$ cat config.mk
export PLATFORM = sky130hd
export DESIGN_NAME = v3n_sqrt_cell
export DESIGN_NICKNAME = d
export VERILOG_FILES = /design/src/rtl/v3n_sqrt_cell.sv
export SDC_FILE = /design/constraint.sdc
export NUM_CORES = 1
export LEC_CHECK = 0
export ABC_AREA = 1
export BUFFER_PORTS_ARGS = -buffer_cell sky130_fd_sc_hd__buf_4
export CORE_AREA = 10 10 137 139
export DETAILED_ROUTE_END_ITERATION = 10
export DIE_AREA = 0 0 147 149
export PLACE_DENSITY = 0.75
export SLEW_MARGIN = 20
export SYNTH_ARGS = -nofsm -noshare
export SYNTH_HDL_FRONTEND = slang
export SYNTH_SLANG_ARGS = --single-unit
export TNS_END_PERCENT = 20
$ cat constraint.sdc
create_clock -name clk -period 1.75 [get_ports clk]
set_input_delay 0.35 -clock clk [delete_from_list [all_inputs] [get_ports clk]]
set_output_delay 0.35 -clock clk [all_outputs]
set_load 0.01 [all_outputs]
$ cat src/rtl/v3n_sqrt_cell.sv
// One restoring square-root step: produces one root bit per cell.
// Carries radicand and side data to the next cell; no package use.
module v3n_sqrt_cell #(
    parameter int R      = 24,
    parameter int STEP   = 23,
    parameter int SIDE_W = 52
) (
    input  logic              clk,
    input  logic              rst_n,
    input  logic              advance,
    input  logic              valid_in,
    input  logic [2*R-1:0]    rad_in,
    input  logic [R+1:0]      rem_in,
    input  logic [R-1:0]      root_in,
    input  logic [SIDE_W-1:0] side_in,
    output logic              valid_reg,
    output logic [2*R-1:0]    rad_reg,
    output logic [R+1:0]      rem_reg,
    output logic [R-1:0]      root_reg,
    output logic [SIDE_W-1:0] side_reg
);
    logic [R+1:0] rem_shift;
    logic [R+1:0] trial;
    logic         take;
    logic [R+1:0] rem_next;
    logic [R-1:0] root_next;

    always_comb
    begin
        rem_shift = {rem_in[R-1:0], rad_in[2*STEP +: 2]};
        trial     = {root_in, 2'b01};
        take      = (rem_shift >= trial);
        rem_next  = take ? (rem_shift - trial) : rem_shift;
        root_next = {root_in[R-2:0], take};
    end

    always_ff @(posedge clk or negedge rst_n)
    begin
        if (!rst_n)
        begin
            valid_reg <= 1'b0;
        end
        else if (advance)
        begin
            valid_reg <= valid_in;
        end
    end

    always_ff @(posedge clk)
    begin
        if (advance)
        begin
            rad_reg  <= rad_in;
            rem_reg  <= rem_next;
            root_reg <= root_next;
            side_reg <= side_in;
        end
    end
endmodule

Yosys cells after proc, flatten, opt, wreduce, memory -nomap -nowiden
Index checks and enable logic that the tools add are counted.
{ "op_classes": {"muxes": 1, "add_sub_neg": 1, "n_lt_le_gt_ge": 1} }
{ "ops": {"columns": ["cell", "count"], "rows": [
  ["$ge A26 B26 Y1", 1],
  ["$mux W26", 1],
  ["$sub A26 B26 Y26", 1]
]} }
{ "totals": {"out_inout_bits": 151, "reg_bits": 151} }

Logic depth before layout (Yosys ltp)
Gate-level depths: netlist of the first run.
{ "logic_depth": {"depth_word": 2, "depth_mapped": 13, "ltp_nobuf": 13} }

Worst setup path after synthesis of the first run
Ideal clock, no wire load.
{ "synth_path": {"path_kind": "in2reg", "from": "in root_in[15]", "to": "reg rem_reg[7] (data pin)", "cell_stages": 11, "setup_ps": 253, "n_path_buf": 1, "setup_slack_ps": -232, "arrival_time_ps": 1729, "path_cell_list": "inv_1 -> ha_1 -> nand2_2 -> inv_1 -> a21oi_1 -> nand2_1 -> a21oi_4 -> nand3_4 -> buf_6 -> nand2_1 -> o21ai_2"} }
{ "synth_between": {"elab_chain_cells": 2} }
{ "synth_rtl": {"columns": ["element", "line", "rtl"], "rows": [
  ["start: declaration", "14", "input logic [R-1:0] root_in,"],
  ["$ge A26 B26 Y1", "32", "take = (rem_shift >= trial);"],
  ["$mux W26", "33", "rem_next = take ? (rem_shift - trial) : rem_shift;"],
  ["via rem_next[7]", "25", "logic [R+1:0] rem_next;"],
  ["end signal: assignment", "54", "rem_reg <= rem_next;"],
  ["end: declaration", "18", "output logic [R+1:0] rem_reg,"]
]} }
The timed path passes the listed nets, and every way through them passes these cells.
A chain may end at the register's enable or synchronous reset.

Final worst setup path of the first run
{ "layout_path": {"from": "in root_in[10]", "to": "reg rem_reg[6] (data pin)"} }
The elaborated chain is that of the path after synthesis.

==> results of run 1 <==
==> per-stage QoR <==
step	power, µW	setup slack (ns)
finish	10200	0.0970
global route	10600	-0.0131
CTS	10300	0.0742
detailed placement	6790	-0.333
global placement	6740	-0.313
floorplan	5500	-0.114
==> logic make-up after synthesis <==
family	share of synthesized area
fa+ha+maj	0.0462
xor+xnor	0.0174
flops	0.644
compound gates	0.0265
buf+inv	0.0749
simple gates	0.189
mux	0.00160
==> power breakdown <==
part	total, µW	internal [µW]	switching [µW]
clock	3470	1880	1590
sequential	4450	4360	93.1
combinational	2250	1110	1140
==> layer usage <==
| metal | vias up | share of wire | GRT usage |
|---|---|---|---|
| li1 | 2923 | - | - |
| met1 | 2797 | 0.37 | 0.225 |
| met2 | 216 | 0.53 | 0.399 |
| met3 | 23 | 0.082 | 0.0725 |
| met4 | 0 | 0.018 | 0.0580 |
| met5 | - | 0 | 0 |
==> cell usage in the layout, fill, tap and decap left out, types with 2 or more instances in the layout <==
master	count
buf_4	365
nand4_1	23
o21ai_2	8
xor2_1	13
nand3_2	9
ha_1	5
clkinvlp_4	4
clkinv_8	2
a21oi_2	2
edfxtp_1	150
nor2_1	27
nor2_4	2
nand2_2	16
inv_6	5
a21oi_1	11
inv_8	2
nand2_4	3
nand3_1	19
inv_2	8
nand3b_1	4
o21bai_1	2
buf_12	4
clkbuf_16	17
inv_1	119
o21ai_0	2
nor2_2	6
ha_4	21
nand2_1	190
nand3_4	2
o21ai_1	2
==> how the worst min path moves through the flow <==
stage                 from           end  slack, ns
6_report        rad_in[14]   rad_reg[14]       0.09
5_1_grt        side_in[48]  side_reg[48]       0.08
4_1_cts         rad_in[14]   rad_reg[14]       0.08
3_5_place_dp         rst_n     valid_reg       0.13
3_3_place_gp         rst_n     valid_reg       0.13
2_1_floorplan        rst_n     valid_reg       0.05
==> timing repair <==
action | 4_1_cts | 5_1_grt
resized for setup | 0 | 4
hold buffers | 1 | 0
endpoints found under the setup margin | 0 | 13
hold endpoints to repair | 1 | 0
==> layout make-up <==
type / count / area (µm²)
Tap cell: 220 / 275
Inverter: 128 / 493
Timing Repair Buffer: 371 / 2840
Clock buffer: 18 / 429
Multi-Input combinational cell: 372 / 2340
Clock inverter: 14 / 138
Fill cell: 1237 / 5120
Sequential cell: 151 / 4530
==> impl_metrics.toml, run 1 <==
[setup_path]
r2r-end = "valid_reg"
critPathMaxFanout = 20
crit_start = "root_in[10]"
slowest_stage = "ha_4"
crit_buf_inv = 4
crit_end = "rem_reg[6]"
criticalPathCategory = "input pin to flop"
ff2ff_path_depth = 1
start_kind = "input pin"
critPathTopFamily = "simple AND/OR/NAND/NOR gates"
cp.depth = 12
critPathRequiredTime_ns = 1.93
crit_arrival_ns = 1.83
cp_cell_sequence = "buf_4 -> inv_12 -> ha_4 -> nand2_4 -> buf_4 -> nor2_2 -> nand2_1 -> nor2_2 -> nand2_4 -> nand3_4 -> buf_12 -> o21ai_1"
reg2reg_slack_ns = 1.01
r2r-start = "valid_reg"
max_stage_delay_ns = 0.28
worst_setup_path_end_kind = "flop"

[cts]
cts_max_path_buffers = 2
cts_sinks = 151
clk_latency_ns = 0.42
cts_tree = "built"
numCtsBuffers = 17
post-cts-setup-buffers = 0
cts_root_buffer = "clkbuf_16"
cts.clk_slew.worst_paths_ns = 0.07
ctsHtreeMaxLevel = 4

[sta]
rsz0062_at_grt = "yes"
min_period_ns = 1.65
drv_slew = 0
hold_ws_ns = 0.0919
skew_ns = 0
fmax_mhz = 605
final.setup.tns_ns = 0
worst_pin_slew_ns = 0.302
fin_crit_sh = 0.945
setup_viol = 0
hold_viol_final = 0
slew-limit-headroom = 0.799

[placement]
numPortBuffers = 302
place_hpwl_um = 19800
dp_cells = 1241
placed_area_um2 = 10500
place_congestion = 0.927

[synthesis]
synth_top_cells_by_count = "nand2_1 (203), edfxtp_1 (150), inv_1 (127)"
synth-edff-count = 150
syn_avg_cell_area_um2 = 10.7
synth_nets = 837
synth_area_um2 = 7030
synth_ff_type = "edfxtp_1"
ys_seq_area_frac = 0.644
async_flop_share = 0.00662
syn_inst = 657
ys_types = 30
synth_area_leaders = "edfxtp_1 (64%), nand2_1 (11%), inv_1 (6.8%), ha_1 (4.6%), nand4_1 (2.0%)"
yosysMostFrequentCell = "nand2_1"
ys_ff_latch = 151
yosysWarnings = 0
yosys.area.top_type = "edfxtp_1"
synth_top_cell_area_share = 0.640

[final_layout]
largest_register_ffs = 52
drive_above_1_share = 0.458
final_core_util = 0.683
antenna_cells = 0
area_growth_pct = 57.1
final_nets = 1221
final_area_um2 = 11000
fin_cells = 1274

[global_route]
grt_pass1_wl_um = 35800
grt_use_total = 0.214
grt_max_degree = 42
overflow = 0
grt_pass1_vias = 6125
antenna_found_initial = 0

[route]
drc = 0
drt_iter0_drc = 359
avgViaCountPerCell = 4.68
antenna_left = 0
vias = 5959
routed_wl_um = 24100
dr.pass1.iters = 5
avgRoutedWirePerCell_um = 18.9

[pwr]
ir_drop_mv = 0.621
power_density_nw_per_um2 = 921
p_leak_uw = 0.00528

[job]
cap_violations = 0

[die]
dieArea_um2 = 21900
ios = 305
die_x_um = 147
die_h_um = 149
start_util = 0.435
core_um2 = 16200
rows = 47

[min_path]
min_path_type = "input pin to flop"
hold_path_depth = 1

[status]
status = "finished clean"
No activity file was read; power rests on OpenSTA's default activity.
==> inputs of run 2 (changes only) <==
- PLACE_DENSITY: 0.75 -> 0.73
- RECOVER_POWER: unset -> 50
==> run 2 against run 1 <==
Cell count increased by 0.31%. Die area unchanged. Critical path type unchanged. Power decreased by 1.3%. Global-route usage increased by 0.48 points. Critical path depth unchanged. Clock power decreased by 3%. Wire length about the same. Worst setup slack improved by 0.024 ns. Sequential share of layout area increased by 0.18 points. Design area decreased by 0.44%.
==> impl_metrics.toml, run 2 (synthesis gave the netlist of run 1 again) <==
[cts]
clk_latency_ns = 0.42
cts_tree = "built"
cts_sinks = 151
ctsHtreeMaxLevel = 4
numCtsBuffers = 17
cts.clk_slew.worst_paths_ns = 0.06
cts_root_buffer = "clkbuf_16"
cts_max_path_buffers = 2

[pwr]
switching_share = 0.273
clockPowerShare = 0.335
p_seq_frac = 0.444
power_frac_comb = 0.222
p_leak_uw = 0.00523
power_density_nw_per_um2 = 913
ir_drop_mv = 0.643
p_sw_uw = 2750
p_int_uw = 7300

[die]
dieArea_um2 = 21900
ios = 305
start_util = 0.435
die_x_um = 147
core_um2 = 16200
die_h_um = 149
rows = 47

[setup_path]
criticalPathCategory = "input pin to flop"
crit_arrival_ns = 1.80
critPathRequiredTime_ns = 1.92
critPathMaxFanout = 22
start_kind = "input pin"
worst_setup_path_end_kind = "flop"

[sta]
fin_crit_sh = 0.931
hold_ws_ns = 0.115
worst_pin_slew_ns = 0.794
hold_viol_final = 0
skew_ns = 0
slew-limit-headroom = 0.470
setup_viol = 0
rsz0062_at_grt = "no"
min_period_ns = 1.63
drv_slew = 0
fmax_mhz = 614

[final_layout]
final_cell_mix = "buf_4 (250), nand2_1 (190), edfxtp_1 (150)"
drive_above_1_share = 0.456
antenna_cells = 0
largest_register_ffs = 52
area_growth_pct = 56.4
final_common_cell = "buf_4"
final_nets = 1226
n_fill_cell = 1255
fin_cells = 1278

[route]
vias = 5993
dr.pass1.iters = 4
drc = 0
routed_wl_um = 24100
avgViaCountPerCell = 4.69
drt_iter0_drc = 365
avgRoutedWirePerCell_um = 18.8
antenna_left = 0

[global_route]
grt_max_degree = 32
grt_pass1_wl_um = 36200
gr-usage-met1 = 0.233
top_usage_layer = "met2"
grtUsageMet3 = 0.0755
grt_use_total = 0.219
grt_pass1_vias = 6155
overflow = 0
antenna_found_initial = 0
met2_usage = 0.404

[placement]
dp_cells = 1246
place_hpwl_um = 20000
place_congestion = 0.911
numPortBuffers = 302

[status]
status = "finished clean"

[job]
cap_violations = 0

[min_path]
min_path_type = "input pin to flop"
run 2: cell types whose count changed in the layout (fill, tap and decap cells not counted), moves of 2 or more:
cell and delta:
clkinv_2 +2, clkinv_8 -2, clkbuf_4 +115, clkbuf_1 +6, buf_4 -115, buf_12 -2
run 2: final timing paths:
kind | end | from | depth (start not counted) | slack [ns]
setup / recovery | rem_reg[6] | root_in[14] | 12 | 0.12
hold / removal | root_reg[7] | root_in[6] | 1 | 0.11
max in group asynchronous | valid_reg | rst_n | 2 | 1.40
min in group asynchronous | valid_reg | rst_n | 2 | 0.26
setup reg to reg | valid_reg | valid_reg | 1 | 0.99
hold reg to reg | valid_reg | valid_reg | 1 | 0.54
run 2: routing by layer:
metal	vias up	share of wire
met1	2832	0.37
met5	-	0
met3	20	0.080
li1	2942	-
met4	0	0.012
met2	199	0.53
run 2: power groups by stage:
stage               combinational (µW)  clock (µW)  sequential, µW
floorplan                          796           0            4710
global placement                  2240           0            4520
detailed placement                2270           0            4530
CTS                               2290        3440            4460
global route                      2440        3610            4490
finish                            2230        3360            4450
run 2: area by class of cell:
type	count	area [µm²]	share of cell area
Clock inverter	14	115	0.0105
Multi-Input combinational cell	372	2340	0.213
Tap cell	220	275	0.0250
Timing Repair Buffer	376	2820	0.256
Sequential cell	151	4530	0.412
Inverter	128	493	0.0448
Clock buffer	17	425	0.0387
run 2: worst max-delay path, stage by stage:
cell and delay (ns):
clkbuf_1 0.12, inv_2 0.06, ha_4 0.29, nand2_4 0.07
nor2_1 0.15, buf_4 0.13, nand2_1 0.06, nor2_2 0.13
nand2_4 0.08, nand3_4 0.08, buf_12 0.18, o21ai_1 0.07
run 2: through the flow:
step	setup TNS, ns	instance area, µm²	power (µW)	setup slack, ns	utilization
after CTS	0	11100	10200	0.119	0.685
final	0	11000	10000	0.121	0.680
after floorplan	-2.75	7400	5500	-0.114	-
after detailed placement	-7.95	10500	6800	-0.330	0.651
after global routing	0	11000	10500	0.00679	0.680
after global placement	-7.15	10500	6750	-0.295	0.651
run 2: what timing repair did:
| item | CTS | global route |
|---|---|---|
| setup endpoints to repair | 0 | 4 |
| endpoints found under the hold margin | 1 | 0 |
| buffers inserted | 0 | 0 |
| hold buffers | 1 | 0 |
| gates resized for setup | 0 | 4 |
