[config.mk]
export PLATFORM = sky130hd
export DESIGN_NAME = v3n_div_cell
export DESIGN_NICKNAME = d
export VERILOG_FILES = /design/src/rtl/v3n_div_cell.sv
export SDC_FILE = /design/constraint.sdc
export NUM_CORES = 1
export LEC_CHECK = 0
export CAP_MARGIN = 20
export CORE_UTILIZATION = 55
export CTS_CLUSTER_SIZE = 24
export DETAILED_ROUTE_END_ITERATION = 8
export DONT_BUFFER_PORTS = 1
export PLACE_DENSITY_LB_ADDON = 0.08
export RECOVER_POWER = 25
export SLEW_MARGIN = 10
export SYNTH_ARGS = -nofsm -noshare
export SYNTH_HDL_FRONTEND = slang
export SYNTH_SLANG_ARGS = --single-unit
[constraint.sdc]
create_clock -name clk -period 1.41 [get_ports clk]
set_input_delay 0.141 -clock clk [delete_from_list [all_inputs] [get_ports clk]]
set_output_delay 0.141 -clock clk [all_outputs]
set_load 0.01 [all_outputs]
[src/rtl/v3n_div_cell.sv]
// One restoring division step for all three components: one quotient bit each.
// Carries the divisor and side data to the next cell; no package use.
module v3n_div_cell #(
    parameter int CB     = 16,
    parameter int R      = 24,
    parameter bit FIRST  = 1'b0,
    parameter int SIDE_W = 4
) (
    input  logic                 clk,
    input  logic                 rst_n,
    input  logic                 advance,
    input  logic                 valid_in,
    input  logic [R-1:0]         mag_in,
    input  logic [2:0][R-1:0]    part_in,
    input  logic [2:0][CB-1:0]   quo_in,
    input  logic [SIDE_W-1:0]    side_in,
    output logic                 valid_reg,
    output logic [R-1:0]         mag_reg,
    output logic [2:0][R-1:0]    part_reg,
    output logic [2:0][CB-1:0]   quo_reg,
    output logic [SIDE_W-1:0]    side_reg
);
    logic [2:0][R:0]    trial;
    logic [2:0]         take;
    logic [2:0][R-1:0]  part_next;
    logic [2:0][CB-1:0] quo_next;

    always_comb
    begin
        for (int c = 0; c < 3; c++)
        begin
            trial[c]     = FIRST ? {1'b0, part_in[c]} : {part_in[c], 1'b0};
            take[c]      = (trial[c] >= {1'b0, mag_in});
            part_next[c] = take[c] ? R'(trial[c] - {1'b0, mag_in}) : R'(trial[c]);
            quo_next[c]  = {quo_in[c][CB-2:0], take[c]};
        end
    end

    always_ff @(posedge clk or negedge rst_n)
    begin
        if (!rst_n)
        begin
            valid_reg <= 1'b0;
        end
        else if (advance)
        begin
            valid_reg <= valid_in;
        end
    end

    always_ff @(posedge clk)
    begin
        if (advance)
        begin
            mag_reg  <= mag_in;
            part_reg <= part_next;
            quo_reg  <= quo_next;
            side_reg <= side_in;
        end
    end
endmodule

# Yosys cells after proc, flatten, opt, wreduce, memory -nomap -nowiden
# Cells that the tools add are included.
[word_totals]
regBits = 149
latch_bits = 0
mem_bits_rw = 0
romBits = 0
inputBits = 152
out_inout_bits = 149
mem_count = 0
[classes]
add_sub_neg = 3
mul = 0
n_div = 0
order_cmp = 3
n_eq_ne = 0
n_shift = 0
n_mux = 3
n_bitwise = 0
n_reduce_logical = 0
[op_table]
columns = ["operator", "n"]
rows = [
  ["$ge 25x24->1", 3],
  ["$mux 24", 3],
  ["$sub 24x24->24", 3],
]

# Depth between registers and ports, before layout
# Gate-level depths: netlist of the first run.
[depth]
depth_word = 2
ltp_mapped = 12

# Worst setup path after synthesis of the first run
# Ideal clock, no wire load.
[synth_timing]
kind = "input to register"
start = "in mag_in[7]"
end = "reg part_reg[4] (netlist name) (data pin)"
setup_time_ns = 0.262
arrival_ns = 2.544
required_time_ns = 1.148
slack_ns = -1.396
path_stages = 9
path_buffers = 0
cell_sequence = "inv_1 -> ha_1 -> and3_1 -> and3_4 -> a2111oi_4 -> o31ai_1 -> a311o_1 -> a311oi_4 -> mux2_1"
[synth_lines]
columns = ["item", "line_no", "rtl"]
rows = [
  ["from (decl)", "13", "input logic [R-1:0] mag_in,"],
  ["to (signal assigned)", "56", "part_reg <= part_next;"],
  ["to (decl)", "19", "output logic [2:0][R-1:0] part_reg,"],
]

==> summary.md, run 1 <==
| Metric | Value |
|---|---|
| Drt pass-1 iters | 5 |
| DRC violations left | 0 |
| Worst R2R Setup Slack | 10 ps |
| Yosys warnings | 0 |
| Worst Setup Start Kind | primary input |
| Final Total Pwr | 15.0 mW |
| Highest Clock Rate | 0.416 GHz |
| Final setup fails | 75 |
| Crit path max fanout | 8 |
| Net Count, Synth | 1038 |
| Sequential area share after synthesis | 0.500 |
| CTS tree | done |
| Final Max Slew Viols | 0 |
| Failing checks | hold timing, setup timing |
| Arrival time at the worst endpoint | 2600 ps |
| Clk pwr share | 0.307 |
| DR vias | 8945 |
| NumNets Final | 1434 |
| Final HPWL DP | 20.5 mm |
| Pwr per Cell Area | 1080 nW/um^2 |
| Placed inst area | 11000 um^2 |
| Worst Clk Skew | 0 ps |
| Die ar. | 16800 um^2 |
| Synth Register Bits | 149 |
| Post-Syn Area | 8930 um^2 |
| Share of layout cells above drive strength 1 | 0.346 |
| Clk pin slew, worst setup/hold paths | 70 ps |
| Crit Path Category | primary input to flop |
| Floorplan die height | 129 um |
| Max VDD drop | 0.969 mV |
| Commonest non-fill, non-tap cell in the layout | buf_4 |
| Post-synth EDFFs | 148 |
| Layout Utilization | 0.871 |
| Die X | 129 um |
| 1st-iter DRT viols | 928 |
| Setup WS post-layout | -995 ps |
| Wirelength, routed | 36.4 mm |
| Final Critical Period | 2400 ps |
| Critical Path Sink | part_reg[4] |
| I/O Buffers | 0 |
| Vias per cell | 6.23 |
| Rel. slew slack | 0.670 |
| Worst-Margin Slew | 489 ps |
| Leakage power | 5.72 nW |
| Largest net degree at the start of global routing | 150 |
| Hold Fails Final Rpt | 56 |
| Gr ovfl total | 0 |
| Crit Reg-Reg Endpoint | valid_reg |
| Fin cells | 1436 |
| Worst R2R Start | valid_reg |
| First-pass GRT wire length | 51.4 mm |
| Crit share post-route | 1.71 |
| Wirelength per Cell | 25.3 um |
| # rows | 46 |
| Vias in the first global route | 9039 |
| Main synth FF type | edfxtp_1 |
| Hold_buf cts | 143 |
| Status | finished, violations left |
| Antenna violations before repair | 1 |
| Synth area leader | edfxtp_1 |
| Net Sw Power | 4.74 mW |
| Ports | 301 |
| FFs w/ async S/R, synth | 0.00671 |
| Int Pwr | 10.2 mW |
| Critical path origin | mag_in[6] |
| Post-DRT Antenna Nets | 0 |
| Reg2Reg Depth | 2 |
| Initial Util | 0.562 |
| Reg power frac | 0.408 |
| Dpl cells | 1228 |
| Most frequent cells in the layout | buf_4, edfxtp_1, dlygate4sd3_1, nand2_1 |
| Filler Cell Count | 750 |
| Core box area | 15900 um^2 |
| Clock sinks | 149 |
| Worst Hold Class | primary input to flop |
| CTS Buffer Depth | 2 |
| Gate power share | 0.285 |
| Gp weighted congestion | 0.900 |
| CTS buffer count | 17 |
| Root buf cell | clkbuf_16 |
| Top cells by area, synth | edfxtp_1, ha_1, a21oi_1 |
| Synth cell types | 63 |
| Final Cell Area | 13800 um^2 |
| CP Data Required Time | 1600 ps |
| Clk_lat worst skew | 430 ps |
| Top cell type's share of synthesized area | 0.498 |
| Syn Inst Count | 811 |
| Global Route Usage Sum | 0.417 |
| # Max-Cap Violations | 0 |
| Critical Path End Type | flop |
| Net Sw Frac | 0.317 |
| Max reg flops | 72 |
| Syn Area/Cell | 11.0 um^2 |
| Hold slack | -185 ps |
| Area growth syn-to-layout | 54.8% |
| H-tree levels | 4 |
| Total Neg Setup Slack | -65400 ps |
| RSZ-0062 raised after global routing | yes |
## worst min-delay path by stage
stage | from | endpoint | slack [ps] | cells past startpoint
6_report | advance | part_reg[54] | -180 | 0
5_1_grt | advance | part_reg[52] | -190 | 0
4_1_cts | advance | part_reg[48] | -190 | 0
3_5_place_dp | rst_n | valid_reg | -150 | 0
3_3_place_gp | rst_n | valid_reg | -150 | 0
2_1_floorplan | rst_n | valid_reg | -150 | 0
## layout make-up
cell class,instances,area [um^2],share of cell area
multi-input cells,601,4900,0.354
flip-flops and latches,149,4470,0.323
repair buffers,390,3390,0.245
clock buffers,17,425,0.0308
well taps,216,270,0.0195
inverters,45,191,0.0138
clock inverters,14,141,0.0102
repair inverters,3,38.8,0.00280
diodes,1,2.50,0.000181
## cells in the mapped netlist, types with 5 or more instances
cell type,count
nor2_1,55
a21oi_1,79
o21ai_1,20
xnor2_1,29
o31ai_1,7
a21o_1,24
and2_1,9
ha_1,72
edfxtp_1,148
nor2b_1,10
a21boi_0,8
buf_2,6
mux2_2,22
or3_1,6
a211oi_1,8
nand2_1,68
nand3_1,14
and3_1,13
clkbuf_1,10
nor3_1,7
nand4_1,8
inv_1,43
o21a_1,13
a31oi_1,5
nand2b_1,8
o211ai_1,5
xor2_1,19
or2_2,5
o21ai_0,35
## stage by stage
stage | setup WS, ps | hold slack (ps)
global placement | -1330 | -155
finish | -995 | -185
CTS | -897 | -191
global route | -1020 | -192
floorplan | -1230 | -155
detailed placement | -1490 | -155
## power groups by stage
stage / Combinational (mW) / Clock [mW] / Sequential [mW]
finish: 4.26 / 4.59 / 6.10
global route: 4.48 / 4.72 / 6.13
CTS: 3.75 / 4.50 / 6.06
detailed placement: 3.12 / 0 / 6.15
global placement: 3.02 / 0 / 6.14
floorplan: 1.93 / 0 / 6.03
## per-layer routing
layer / GRT usage / vias to the layer above / wire (um)
met4: 0.246 / 0 / 2440
met1: 0.459 / 4198 / 12700
li1: - / 3846 / -
met3: 0.115 / 197 / 3950
met2: 0.722 / 704 / 17300
met5: 0 / - / 0
## cell families (layout without fill, tap and decap cells)
kind of cell / count (synthesis) / after routing / share of synthesized area
compound gates: 243 / 243 / 0.176
xor+xnor: 48 / 48 / 0.0471
fa+ha+maj: 75 / 75 / 0.108
buf+inv: 61 / 469 / 0.0265
flops: 149 / 149 / 0.500
mux: 25 / 25 / 0.0312
other cells: 0 / 1 / 0
simple gates: 210 / 210 / 0.111
## critical path, stage by stage
cell,delay [ps]
clkinvlp_4,90
ha_4,240
and3_4,160
and3_4,180
a2111oi_4,490
o31ai_4,120
a311o_1,320
a311oi_4,380
buf_12,180
mux2_4,300
## what timing repair did
item | CTS | global route
pin swaps | 38 | 21
gates cloned | 3 | 3
buffers inserted | 21 | 8
resized for setup | 69 | 42
endpoints found under the hold margin | 290 | 148
setup endpoints to repair | 75 | 75
No activity file was read; power rests on OpenSTA's default activity.
==> run 2: changes to the inputs <==
--- a/config.mk
+++ b/config.mk
@@ -16,3 +16,4 @@
 export SYNTH_ARGS = -nofsm -noshare
 export SYNTH_HDL_FRONTEND = slang
 export SYNTH_SLANG_ARGS = --single-unit
+export TNS_END_PERCENT = 1
==> summary.md, run 2 (synthesis gave the netlist of run 1 again) <==
| Metric | Value |
|---|---|
| Worst R2R Setup Slack | 330 ps (+320 ps) |
| Final Cell Area | 13000 um^2 (-6.0%) |
| Worst Setup Start Kind | primary input |
| Ports | 301 (unchanged) |
| Antenna violations before repair | 0 (-1) |
| Critical Path End Type | flop |
| Net Sw Frac | 0.299 (-0.0174) |
| Arrival time at the worst endpoint | 2730 ps (+130 ps) |
| Final setup fails | 75 (unchanged) |
| Highest Clock Rate | 0.406 GHz (-2.3%) |
| Leakage power | 5.48 nW (-4.2%) |
| Wirelength, routed | 31.3 mm (-14%) |
| Clk pin slew, worst setup/hold paths | 70 ps (about the same) |
| Pwr per Cell Area | 1110 nW/um^2 (+2.3%) |
| Total Neg Setup Slack | -59780 ps (+5620 ps) |
| DR vias | 8396 (-6.1%) |
| Final Critical Period | 2460 ps (+56.4 ps) |
| Core box area | 15900 um^2 (unchanged) |
| Post-DRT Antenna Nets | 0 (unchanged) |
| # rows | 46 (unchanged) |
| Commonest non-fill, non-tap cell in the layout | buf_4 |
| Max VDD drop | 0.910 mV (-6.0%) |
| Clock sinks | 149 (unchanged) |
| CTS tree | done |
| Placed inst area | 10800 um^2 (-1.9%) |
| Crit path max fanout | 11 (+3) |
| # Max-Cap Violations | 0 (unchanged) |
| H-tree levels | 4 (unchanged) |
| Setup WS post-layout | -1050 ps (-56.4 ps) |
| Worst Hold Class | primary input to flop |
| CP Data Required Time | 1680 ps (+80 ps) |
| Antenna diode count | 0 (-1) |
| Grt met2 use | 0.635 (-0.0867) |
| Vias in the first global route | 8489 (-6.1%) |
| DRC violations left | 0 (unchanged) |
| Share of layout cells above drive strength 1 | 0.269 (-0.0772) |
| Largest net degree at the start of global routing | 150 (unchanged) |
| Final Total Pwr | 14.4 mW (-3.8%) |
| Met3 track demand over resource | 0.0995 (-0.0157) |
| Hold Fails Final Rpt | 148 (+160%) |
| Drt pass-1 iters | 7 (+2) |
| Gr ovfl total | 0 (unchanged) |
| Final Max Slew Viols | 0 (unchanged) |
| Int Pwr | 10.1 mW (-1.3%) |
| Crit share post-route | 1.75 (+0.0400) |
| Floorplan die height | 129 um (unchanged) |
| Global Route Usage Sum | 0.366 (-0.0507) |
| I/O Buffers | 0 (unchanged) |
| Gp weighted congestion | 0.917 (+1.9%) |
| Met1 Use GR | 0.408 (-0.0516) |
| Filler Cell Count | 896 (+19%) |
| Die ar. | 16800 um^2 (unchanged) |
| Failing checks | hold timing, setup timing |
| Gate power share | 0.249 (-0.036) |
| NumNets Final | 1400 (-2.4%) |
| Final HPWL DP | 20.0 mm (-2.3%) |
| Clk_lat worst skew | 440 ps (about the same) |
| Crit Path Category | primary input to flop |
| Worst-Margin Slew | 427 ps (-62.3 ps) |
| First-pass GRT wire length | 45.2 mm (-12%) |
| RSZ-0062 raised after global routing | yes |
| Hold slack | -184 ps (+0.317 ps) |
| Wirelength per Cell | 22.3 um (-12%) |
| Area growth syn-to-layout | 45.6% |
| Busiest grt layer | met2 |
| Vias per cell | 5.99 (-3.9%) |
| Reg power frac | 0.422 (+0.014) |
| CTS Buffer Depth | 2 (unchanged) |
| Worst Clk Skew | 0 ps (unchanged) |
| Clk pwr share | 0.329 (+0.022) |
| Root buf cell | clkbuf_16 |
| Die X | 129 um (unchanged) |
| Rel. slew slack | 0.713 (+0.0424) |
| Net Sw Power | 4.31 mW (-9.0%) |
| Max reg flops | 72 (unchanged) |
| 1st-iter DRT viols | 632 (-32%) |
| Initial Util | 0.562 (unchanged) |
| CTS buffer count | 17 (unchanged) |
| Status | finished, violations left |
| Most frequent cells in the layout | buf_4, edfxtp_1, dlygate4sd3_1, a21oi_1, nand2_1 |
## run 2: cell types whose count changed in the layout (fill, tap and decap cells not counted), sizes merged
cell,delta
buf,-28
bufinv,+1
diode,-1
dlygate4sd3,-3
dlymetal6s4s,+1
inv,-4
## run 2: routing by layer
metal | routed length, um | vias up | share of wire
li1 | - | 3776 | -
met1 | 11600 | 4012 | 0.37
met2 | 15500 | 503 | 0.50
met3 | 2730 | 105 | 0.087
met4 | 1450 | 0 | 0.046
met5 | 0 | - | 0
## run 2: path summary, 6_finish.rpt
check,cells after the start,to,from
setup / recovery,12,part_reg[13],mag_in[6]
hold / removal,0,quo_reg[16],advance
setup reg to reg,2,valid_reg,valid_reg
hold reg to reg,2,valid_reg,valid_reg
max in group asynchronous,2,valid_reg,rst_n
min in group asynchronous,2,valid_reg,rst_n
## run 2: power groups by stage
stage                     registers (mW)  logic, mW  clock network [mW]
after global placement              6.13       2.87                   0
after CTS                           6.05       3.36                4.67
after global routing                6.10       3.84                4.93
after floorplan                     6.03       1.80                   0
after detailed placement            6.13       2.96                   0
final                               6.07       3.58                4.74
## run 2: through the flow
step,setup WS [ps],instances,hold slack (ps),utilization
2_1_floorplan,-1230,811,-155,-
3_3_place_gp,-1360,1228,-155,0.681
3_5_place_dp,-1420,1228,-155,0.681
4_1_cts,-919,1400,-192,0.813
5_1_grt,-1160,1402,-202,0.819
6_report,-1050,1402,-184,0.819
## run 2: final cells by class
type / count / area [um^2] / area share
sequential: 149 / 4470 / 0.344
clock inverter: 14 / 165 / 0.0127
tap: 216 / 270 / 0.0208
inverter: 45 / 183 / 0.0140
multi-input combinational: 601 / 4420 / 0.340
timing repair buffer: 359 / 3070 / 0.236
clock buffer: 18 / 429 / 0.0330
## run 2: what timing repair did
item	CTS	global route
hold buffers	140	1
endpoints found under the setup margin	75	76
gates resized for setup	19	20
endpoints found under the hold margin	287	149
pin swaps	3	3
buffers inserted	0	1
## run 2: critical path: stages
cell        delay [ps]
clkinvlp_4         120
ha_4               290
and3_4             170
and3_4             190
a2111oi_4          400
o31ai_2            130
a311o_1            330
a311oi_4           360
buf_6              170
buf_4              180
nand2_1            120
o21ai_1            130
